**config.mk**
```make
export PLATFORM = sky130hd
export DESIGN_NAME = weno3_div_cell
export DESIGN_NICKNAME = d
export VERILOG_FILES = /design/src/hdl/weno3_pkg.sv /design/src/hdl/weno3_div_cell.sv
export SDC_FILE = /design/constraint.sdc
export NUM_CORES = 1
export LEC_CHECK = 0
export BUFFER_PORTS_ARGS = -buffer_cell sky130_fd_sc_hd__buf_2
export CAP_MARGIN = 30
export CELL_PAD_IN_SITES_DETAIL_PLACEMENT = 1
export CELL_PAD_IN_SITES_GLOBAL_PLACEMENT = 2
export CORE_MARGIN = 8
export CORE_UTILIZATION = 30
export CTS_CLUSTER_DIAMETER = 60
export DETAILED_ROUTE_END_ITERATION = 8
export PLACE_DENSITY_LB_ADDON = 0.1
export SETUP_SLACK_MARGIN = 0.02
export SLEW_MARGIN = 20
export SYNTH_ARGS = -nofsm -noshare
export SYNTH_HDL_FRONTEND = slang
export SYNTH_SLANG_ARGS = --single-unit
```
**constraint.sdc**
```tcl
create_clock -name clk -period 13.5 [get_ports clk]
set_input_delay 1.35 -clock clk [delete_from_list [all_inputs] [get_ports clk]]
set_output_delay 1.35 -clock clk [all_outputs]
set_load 0.01 [all_outputs]
```
**src/hdl/weno3_pkg.sv**
```systemverilog
// Constants, widths and the divider stage type of the WENO3 face reconstruction.
// Depends on nothing.
`timescale 1ns / 1ps
package weno3_pkg;
  localparam int FRAC_BITS = 16;
  localparam int IN_W = 32;
  localparam int EPS_W = 32;
  localparam logic [EPS_W-1:0] EPS_RESET = 32'd4295;
  localparam int W_BITS = 29;
  localparam int MANT_BITS = 30;
  localparam int UNIT = (2 * FRAC_BITS > EPS_W) ? 2 * FRAC_BITS : EPS_W;
  localparam int SQ_SH = UNIT - 2 * FRAC_BITS;
  localparam int EPS_SH = UNIT - EPS_W;
  localparam int DIFF_W = IN_W + 1;
  localparam int MAG_W = DIFF_W;
  localparam int SQ_W = 2 * MAG_W;
  localparam int D_W = SQ_W + SQ_SH + 1;
  localparam int LEN_W = $clog2(D_W + 1);
  localparam int NUM_W = 2 * MANT_BITS;
  localparam int DEN_W = NUM_W + 2;
  localparam int Q_W = W_BITS + 2;
  localparam int STEPS = W_BITS + 1;
  localparam int WT_W = W_BITS + 1;
  localparam logic [WT_W-1:0] W_ONE_THIRD = WT_W'((((64'd1 << (W_BITS + 1)) / 3) + 1) >> 1);
  localparam int S_W = IN_W + 1;
  localparam int T_W = IN_W + 3;
  localparam int PROD_W = WT_W + 1 + T_W;
  localparam int X_W = PROD_W + 2;

  typedef struct packed {
    logic                    valid;
    logic                    zero;
    logic [DEN_W-1:0]        r;
    logic [DEN_W-1:0]        den;
    logic [Q_W-1:0]          q;
    logic signed [S_W-1:0]   s;
    logic signed [T_W-1:0]   t;
  } div_stage_t;
endpackage

```
**src/hdl/weno3_div_cell.sv**
```systemverilog
// One cell of the restoring divider chain: one quotient bit per cell.
// Depends on weno3_pkg.
`timescale 1ns / 1ps
module weno3_div_cell (
  input  logic                  clk,
  input  logic                  rst,
  input  logic                  en,
  input  weno3_pkg::div_stage_t d,
  output weno3_pkg::div_stage_t o
);
  logic [weno3_pkg::DEN_W:0] r2;
  logic [weno3_pkg::DEN_W:0] rn;
  logic                      ge;
  weno3_pkg::div_stage_t     nxt;

  always_comb begin
    r2 = {d.r, 1'b0};
    ge = r2 >= {1'b0, d.den};
    rn = ge ? r2 - {1'b0, d.den} : r2;
    nxt = d;
    nxt.r = rn[weno3_pkg::DEN_W-1:0];
    nxt.q = {d.q[weno3_pkg::Q_W-2:0], ge};
  end

  always_ff @(posedge clk) begin
    if (rst) begin
      o.valid <= 1'b0;
    end else if (en) begin
      o <= nxt;
    end
  end
endmodule

```
* Word level (Yosys, flattened, before mapping)
Index checks and enable logic that the tools add are counted.
Cells by class: magnitude comparators 1, multiplexer cells 1, reductions and logical operators 1, add/sub/neg operators 1, bitwise logic cells 1
Operators by type and width (count):
- >= comparator 63 x 62 -> 1 bit | 1
- two-way mux 62 bit | 1
- subtractor 62 bit | 1
- AND reduction 2 bit | 1
- NOT 1 bit | 1
Word-level totals: logic and storage cells 13, bits of input ports 228, register bits 225, output and inout port bits 225

* Depth between registers and ports, before layout
Gate-level depths: netlist of run 1.
depth after elaboration 2, mapped depth 15, mapped depth without buffers 12

* Worst setup path after synthesis of run 1
No wires, ideal clock.
kind input port to flip-flop, from in rst, to reg o[0] (netlist name) (enable), data arrival time 11.260 ns, setup time 0.843 ns, buffers on the path 0, slack 1.398 ns, data required time 12.657 ns, stages 1, path through nor2b_1
On the way: cells in the longest elaborated chain, start to end 2
RTL lines:
- start, declared | RTL line weno3_div_cell.sv:6 | input logic rst,
- NOT 1 bit (no source line)
- AND reduction 2 bit (no source line)
- end signal, assigned | RTL line weno3_div_cell.sv:29 | o <= nxt;
- end, declared | RTL line weno3_div_cell.sv:9 | output weno3_pkg::div_stage_t o
Every way passes these cells. A chain may end at the register's enable or synchronous reset.

* Worst setup path after layout of run 1
from in d[103] (netlist name), to reg o[219] (netlist name), data pin
On the way: cells in the longest elaborated chain, start to end 2, elaborated cells between the ends (all ways) 3, classes of those cells 1 x add/sub; 1 x order compare; 1 x mux
RTL lines:
- start, declared | RTL line weno3_div_cell.sv:8 | input weno3_pkg::div_stage_t d,
- subtractor 62 bit / >= comparator 63 x 62 -> 1 bit (equally long branches) | RTL line weno3_div_cell.sv:19, weno3_div_cell.sv:18
- two-way mux 62 bit * | RTL line weno3_div_cell.sv:19 | rn = ge ? r2 - {1'b0, d.den} : r2;
- net rn (one bit) | RTL line weno3_div_cell.sv:12 | logic [weno3_pkg::DEN_W:0] rn;
The timed path passes the listed nets; every way through them passes the cells marked *.

==> results of run 1 <==
tightest hold or removal path, delay by kind of cell (launching register included):
| family | cells | cell delay, ns |
|---|---|---|
| multiplexers | 1 | 0.07 |
| flip-flops | 1 | 0.32 |
| AND/OR/NAND/NOR | 1 | 0.08 |
cell families (layout without fill, tap and decap cells):
group           Yosys count  count (layout)  synth area share, %
other cells               0               8                    0
simple gates            218             218                 8.79
xor+xnor                 55              55                 4.24
buf+inv                 122             595                 4.42
mux                      17              17                 1.66
fa+ha+maj                63              63                 7.01
flops                   225             225                 59.4
compound gates          256             256                 14.5
cell usage after synthesis (3+ instances only):
library cell  number  area [sq um]
xor2_1            19           166
and3_1            10          62.6
a21o_1            33           248
a21oi_1          110           551
edfxtp_1         224          6730
buf_2              8          40.0
a21boi_0           3          22.5
inv_1             82           308
ha_1              62           776
o21a_1            11          82.6
buf_4              3          22.5
a31oi_1            9          56.3
o221ai_1           3          26.3
buf_6              3          33.8
xnor2_1           36           315
nand4_1           23           144
a21oi_2            3          26.3
mux2_1             3          33.8
mux2_2            12           135
nand3_1           18          90.1
nor2b_1            4          25.0
nand2b_1           6          37.5
o21ai_0           29           145
and2_1             5          31.3
nor3_1             9          45.0
o31ai_1            4          30.0
o21bai_1          12          90.1
nand2_1           52           195
clkbuf_1          26          97.6
a211oi_1           9          67.6
nor2_1            84           315
report_power, final:
group	leakage (uW)	switching (uW)	internal [uW]	total [uW]
Clock	0.000509	321	503	824
Sequential	0.00212	11.9	839	851
Combinational	0.00398	235	156	391
Total	0.00661	568	1500	2070
layer usage:
metal / GRT usage (%) / share of wire, % / vias up
met5: 0 / 0.14 / -
met4: 3.33 / 1.3 / 8
met3: 5.88 / 8.2 / 46
met2: 33.9 / 51 / 270
met1: 20.7 / 39 / 4490
li1: - / - / 4440
metrics by stage:
step	hold slack [ns]	total power (uW)	area, sq um	setup WS, ns	utilization (%)
after floorplan	0.528	1110	11400	1.40	-
after global routing	0.583	2160	15200	7.91	40.4
after detailed placement	0.486	1260	14100	7.65	37.7
after global placement	0.478	1260	14100	7.69	37.7
final	0.502	2070	15200	8.25	40.5
after CTS	0.504	2100	15200	8.23	40.4
worst max-delay path by stage:
stage	startpoint	endpoint	slack, ns	cells after the start
floorplan	rst	o[0]	1.40	1
global placement	d[106]	o[162]	7.69	13
detailed placement	d[106]	o[175]	7.65	13
CTS	d[106]	o[175]	8.23	13
global route	d[103]	o[219]	7.91	13
finish	d[103]	o[219]	8.25	13
cells in the final DEF (no fill, tap or decap), types with 4 or more instances in the layout:
cell type	count
nand2b_1	6
nor2_1	84
a31oi_1	9
and2_1	5
edfxtp_1	224
inv_8	4
buf_2	451
a211oi_1	9
diode_2	8
nor3_1	9
mux2_2	12
xor2_1	19
and3_1	10
o21a_1	11
nand3_1	18
clkbuf_16	31
a21o_1	33
xnor2_1	36
inv_6	4
clkbuf_1	8
o21ai_0	29
nand2_1	52
a21oi_1	110
o21bai_1	12
ha_1	62
inv_1	82
o31ai_1	4
nand4_1	23
area by class of cell:
| class | count | share of cell area [%] |
|---|---|---|
| diodes | 8 | 0.132 |
| inverters | 82 | 2.03 |
| flip-flops and latches | 225 | 44.5 |
| repair buffers | 455 | 15.2 |
| well taps | 511 | 4.21 |
| clock buffers | 42 | 5.58 |
| clock inverters | 16 | 1.29 |
| multi-input cells | 609 | 27.2 |
==> impl_metrics.csv, run 1 <==
group,metric,value,unit
global_routing,grt_pass1_wl,62800,microns
logic_synthesis,async_flop_share,0,%
worst_setup_path,reg2reg_from,"o[224]",
worst_setup_path,reg2reg_slack,12.91,ns
floorplanning,core,37500,sq um
clocking,numCtsBuffers,31,
timing,finalSetupViolCount,0,
worst_setup_path,slowest_stage,"buf_4",
pwr,p_leak,0.00661,uW
placed_design,dp_cells,1882,
global_routing,grt_start_max_net_pins,152,
floorplanning,die_w,211,microns
route,avgViaCountPerCell,4.75,
worst_setup_path,reg2regPathDepth,2,
global_routing,gr-usage-all-layers,18.4,%
timing,clock.fmax,190,MHz
worst_setup_path,arrival,5.55,ns
timing,tightest_slew,1.01,ns
layout,finalNetCount,1695,
timing,setup-tns-final,0,ns
route,firstDrtPassIters,4,
worst_setup_path,reg2reg_to,"o[224]",
timing,maxSlewViolCount,0,
timing,period_needed,5.25,ns
timing,hold_viol_final,0,
clocking,cts_resized,0,
floorplanning,io_pins,453,
worst_setup_path,cp.buffers_inverters,3,
route,vias,9254,
clocking,clock_latency,0.56,ns
floorplanning,dieHeight,211,microns
layout,multiInputGateArea,4120,sq um
timing,rsz0062_at_grt,"no",
worst_setup_path,cp.required,13.80,ns
logic_synthesis,syn_avg_cell_area,11.9,sq um
logic_synthesis,ys.flop_type,"edfxtp_1",
logic_synthesis,synthCells,956,
timing,finalCritPeriodShare,38.9,%
layout,num-fill-cells,4269,
placed_design,gp_congestion,0.854,
worst_setup_path,max_stage_delay,0.67,ns
layout,reg_top3,"o (225)",
hold_path,holdCritStartpoint,"o[224]",
timing,fin_worst_skew,0,ns
worst_setup_path,crit_family,"compound AO/OA/AOI/OAI gates",
route,ant_nets,0,
hold_path,holdPathEnd,"o[224]",
logic_synthesis,syn_area,11400,sq um
logic_synthesis,yosysUniqueCellTypes,60,
clocking,ctsLongestPathBuffers,3,
layout,largest_register_ffs,225,
route,drc,0,
clocking,path_clk_slew,0.06,ns
global_routing,grt_overflow,0,
timing,relSlewSlack,32.6,%
floorplanning,fp.dieArea,44300,sq um
clocking,cts_tree,"yes",
logic_synthesis,seq_area_frac_synth,59.4,%
logic_synthesis,synth-seq-cells,225,
worst_setup_path,critPathKind,"in -> reg",
floorplanning,initial_core_util,30.3,%
layout,seqCellArea,6750,sq um
worst_setup_path,crit_chain,"buf_2, inv_1, ha_1, o211ai_1, a21oi_2, o21a_1, nand3_1, a2111oi_4, o211ai_2, a2111oi_2, or3_4, buf_4, mux2_2",
worst_setup_path,cp-end-kind,"register",
logic_synthesis,synth_nets,1247,
layout,top_register,"o",
logic_synthesis,ys_warn_count,0,
hold_path,hp-class,"reg -> reg",
layout,syn2layout_area_growth,33.6,%
clocking,postCtsSetupBuffers,0,
clocking,cts_max_level,1,
clocking,cts_root_buffer,"clkbuf_16",
run,cap_violations,0,
layout,final_cells,1948,
placed_design,place.detailed.hpwl,34900,microns
layout,drive_gt1_share,37.1,%
pwr,cellPowerDensity,136,nW/um^2
run_status,outcome,"finished clean",
route,routed_wl,42900,microns
pwr,vdd_drop_max,0.0000835,V
route,wire_per_inst,22.0,microns
hold_path,min_path_cells,2,
route,drt-initial-drc-count,347,
floorplanning,num_rows,71,
global_routing,grt_pass1_vias,9751,
worst_setup_path,path_max_fanout,65,
worst_setup_path,worstSetupStartpointType,"input port",
logic_synthesis,synth_edf_count,224,
placed_design,port_buffers,451,
clocking,clock-sinks,225,
clocking,cts_hold_buf,0,
global_routing,antenna_found_initial,10,
Note: power is estimated with default switching activity, not from simulation.
==> inputs of run 2 (changes only) <==
==> constraint.sdc (replaced) <==
create_clock -name clk -period 4.9 [get_ports clk]
set_input_delay 0.49 -clock clk [delete_from_list [all_inputs] [get_ports clk]]
set_output_delay 0.49 -clock clk [all_outputs]
set_load 0.01 [all_outputs]
==> run 2 against run 1 <==
Effect of this change:
- wire length hardly changed
- clock skew stayed put
- flip-flop and latch count stayed put
- critical path type unchanged
- highest routed layer unchanged
- largest power group unchanged
==> impl_metrics.csv, run 2 (same netlist as run 1, synthesis figures left out) <==
group,metric,value,unit
clocking,clock_latency,0.57,ns
worst_setup_path,reg2reg_to,"o[224]",
route,wire_per_inst,22.0,microns
pwr,switching_share,28.6,%
clocking,cts_resized,0,
clocking,cts_tree,"yes",
pwr,power,5500,uW
pwr,p_comb_share,19.7,%
clocking,cts_hold_buf,0,
run_status,outcome,"finished clean",
layout,layout_commonest_cell,"buf_2",
hold_path,hp-class,"in -> reg",
clocking,path_clk_slew,0.06,ns
worst_setup_path,worstSetupStartpointType,"input port",
floorplanning,fp.dieArea,44300,sq um
worst_setup_path,path_max_fanout,48,
hold_path,holdCritStartpoint,"d[21]",
worst_setup_path,crit_chain,"buf_2, inv_1, ha_1, o211ai_1, a21oi_2, o21a_1, nand3_1, a2111oi_4, o211ai_2, a2111oi_2, or3_4, buf_12, mux2_2",
layout,top_register,"o",
timing,hold_ws,0.0889,ns
global_routing,gr-usage-all-layers,18.4,%
worst_setup_path,reg2reg_from,"o[224]",
timing,relSlewSlack,34.8,%
global_routing,grt_overflow,0,
route,ant_nets,0,
clocking,numCtsBuffers,31,
worst_setup_path,cp.required,5.23,ns
clocking,cts_root_buffer,"clkbuf_16",
timing,setup-tns-final,0,ns
timing,rsz0062_at_grt,"no",
floorplanning,core,37500,sq um
placed_design,gp_congestion,0.833,
layout,finalNetCount,1700,
timing,finalSetupViolCount,0,
route,vias,9299,
placed_design,place.detailed.hpwl,35000,microns
layout,syn2layout_area_growth,33.3,%
hold_path,holdPathEnd,"o[21]",
timing,tightest_slew,0.978,ns
global_routing,grt_pass1_vias,9747,
timing,setup_ws,1.27,ns
pwr,vdd_drop_max,0.000260,V
timing,clock.fmax,276,MHz
worst_setup_path,reg2reg_slack,4.32,ns
timing,finalCritPeriodShare,74.0,%
global_routing,grt_start_max_net_pins,149,
placed_design,port_buffers,451,
pwr,p_leak,0.00660,uW
floorplanning,initial_core_util,30.3,%
pwr,p_switching,1570,uW
pwr,clkPwrFrac,37.7,%
worst_setup_path,arrival,3.96,ns
floorplanning,dieHeight,211,microns
route,drt-initial-drc-count,275,
pwr,p_int,3930,uW
timing,period_needed,3.63,ns
worst_setup_path,critPathKind,"in -> reg",
timing,hold_viol_final,0,
clocking,clock-sinks,225,
route,routed_wl,42900,microns
route,avgViaCountPerCell,4.77,
clocking,postCtsSetupBuffers,0,
route,drc,0,
clocking,ctsLongestPathBuffers,3,
worst_setup_path,slowest_stage,"a2111oi_4",
pwr,power_frac_seq,42.6,%
floorplanning,num_rows,71,
worst_setup_path,reg2regPathDepth,2,
layout,largest_register_ffs,225,
placed_design,dp_slack,0.646,ns
worst_setup_path,max_stage_delay,0.52,ns
layout,reg_top3,"o (225)",
global_routing,grt_pass1_wl,62600,microns
timing,maxSlewViolCount,0,
run,cap_violations,0,
worst_setup_path,cp-end-kind,"register",
floorplanning,die_w,211,microns
floorplanning,io_pins,453,
layout,final_cell_mix,"buf_2, edfxtp_1, a21oi_1",
route,firstDrtPassIters,7,
global_routing,antenna_found_initial,13,
clocking,cts_max_level,1,
layout,drive_gt1_share,37.2,%
pwr,cellPowerDensity,363,nW/um^2
timing,fin_worst_skew,0,ns
hold_path,min_path_cells,1,
==> run 2: cell types whose count changed in the layout (fill, tap and decap cells not counted), sizes merged <==
cell / before / now
buf: 455 / 460
bufinv: 3 / 0
clkbuf: 42 / 35
clkinv: 4 / 13
diode: 8 / 7
inv: 90 / 89
==> run 2: power groups by stage <==
stage	Sequential [uW]	Clock, uW	Combinational [uW]
after floorplan	2480	0	553
after global placement	2380	0	1090
after detailed placement	2380	0	1100
after CTS	2350	2150	1110
after global routing	2360	2220	1200
final	2340	2070	1080
==> run 2: final cells by class <==
cell class              count  area [sq um]
inverters                  82           308
clock inverters            21           154
well taps                 511           639
diodes                      7          17.5
repair buffers            460          2360
fillers                  4237         22300
multi-input cells         609          4120
flip-flops and latches    225          6750
clock buffers              35           791
==> run 2: worst max-delay path by stage <==
stage	start	to	slack [ns]	cells after the start
after global routing	d[103]	o[197]	1.00	13
after floorplan	en	o[0]	0.62	1
after detailed placement	d[103]	o[197]	0.65	13
after global placement	d[103]	o[197]	0.67	13
after CTS	d[103]	o[197]	1.27	13
final	d[103]	o[197]	1.27	13
==> run 2: per-layer routing <==
| layer | part of all wire [%] | global-route usage [%] |
|---|---|---|
| met5 | 0.19 | 0 |
| met1 | 40 | 21.1 |
| met2 | 50 | 32.6 |
| met3 | 7.4 | 5.67 |
| met4 | 2.4 | 5.31 |
==> run 2: metrics by stage <==
step	cell area [sq um]	utilization (%)	std cells
after detailed placement	14200	37.8	1887
after floorplan	11400	-	956
after CTS	15100	40.3	1943
after global placement	14200	37.8	1887
final	15100	40.4	1950
after global routing	15100	40.4	1947
==> run 2: critical path: cells and delay by family <==
family          cells  cell delay [ns]
mux                 1             0.36
buf+inv             3             0.40
simple gates        2             0.57
fa+ha+maj           1             0.40
compound gates      6             1.69
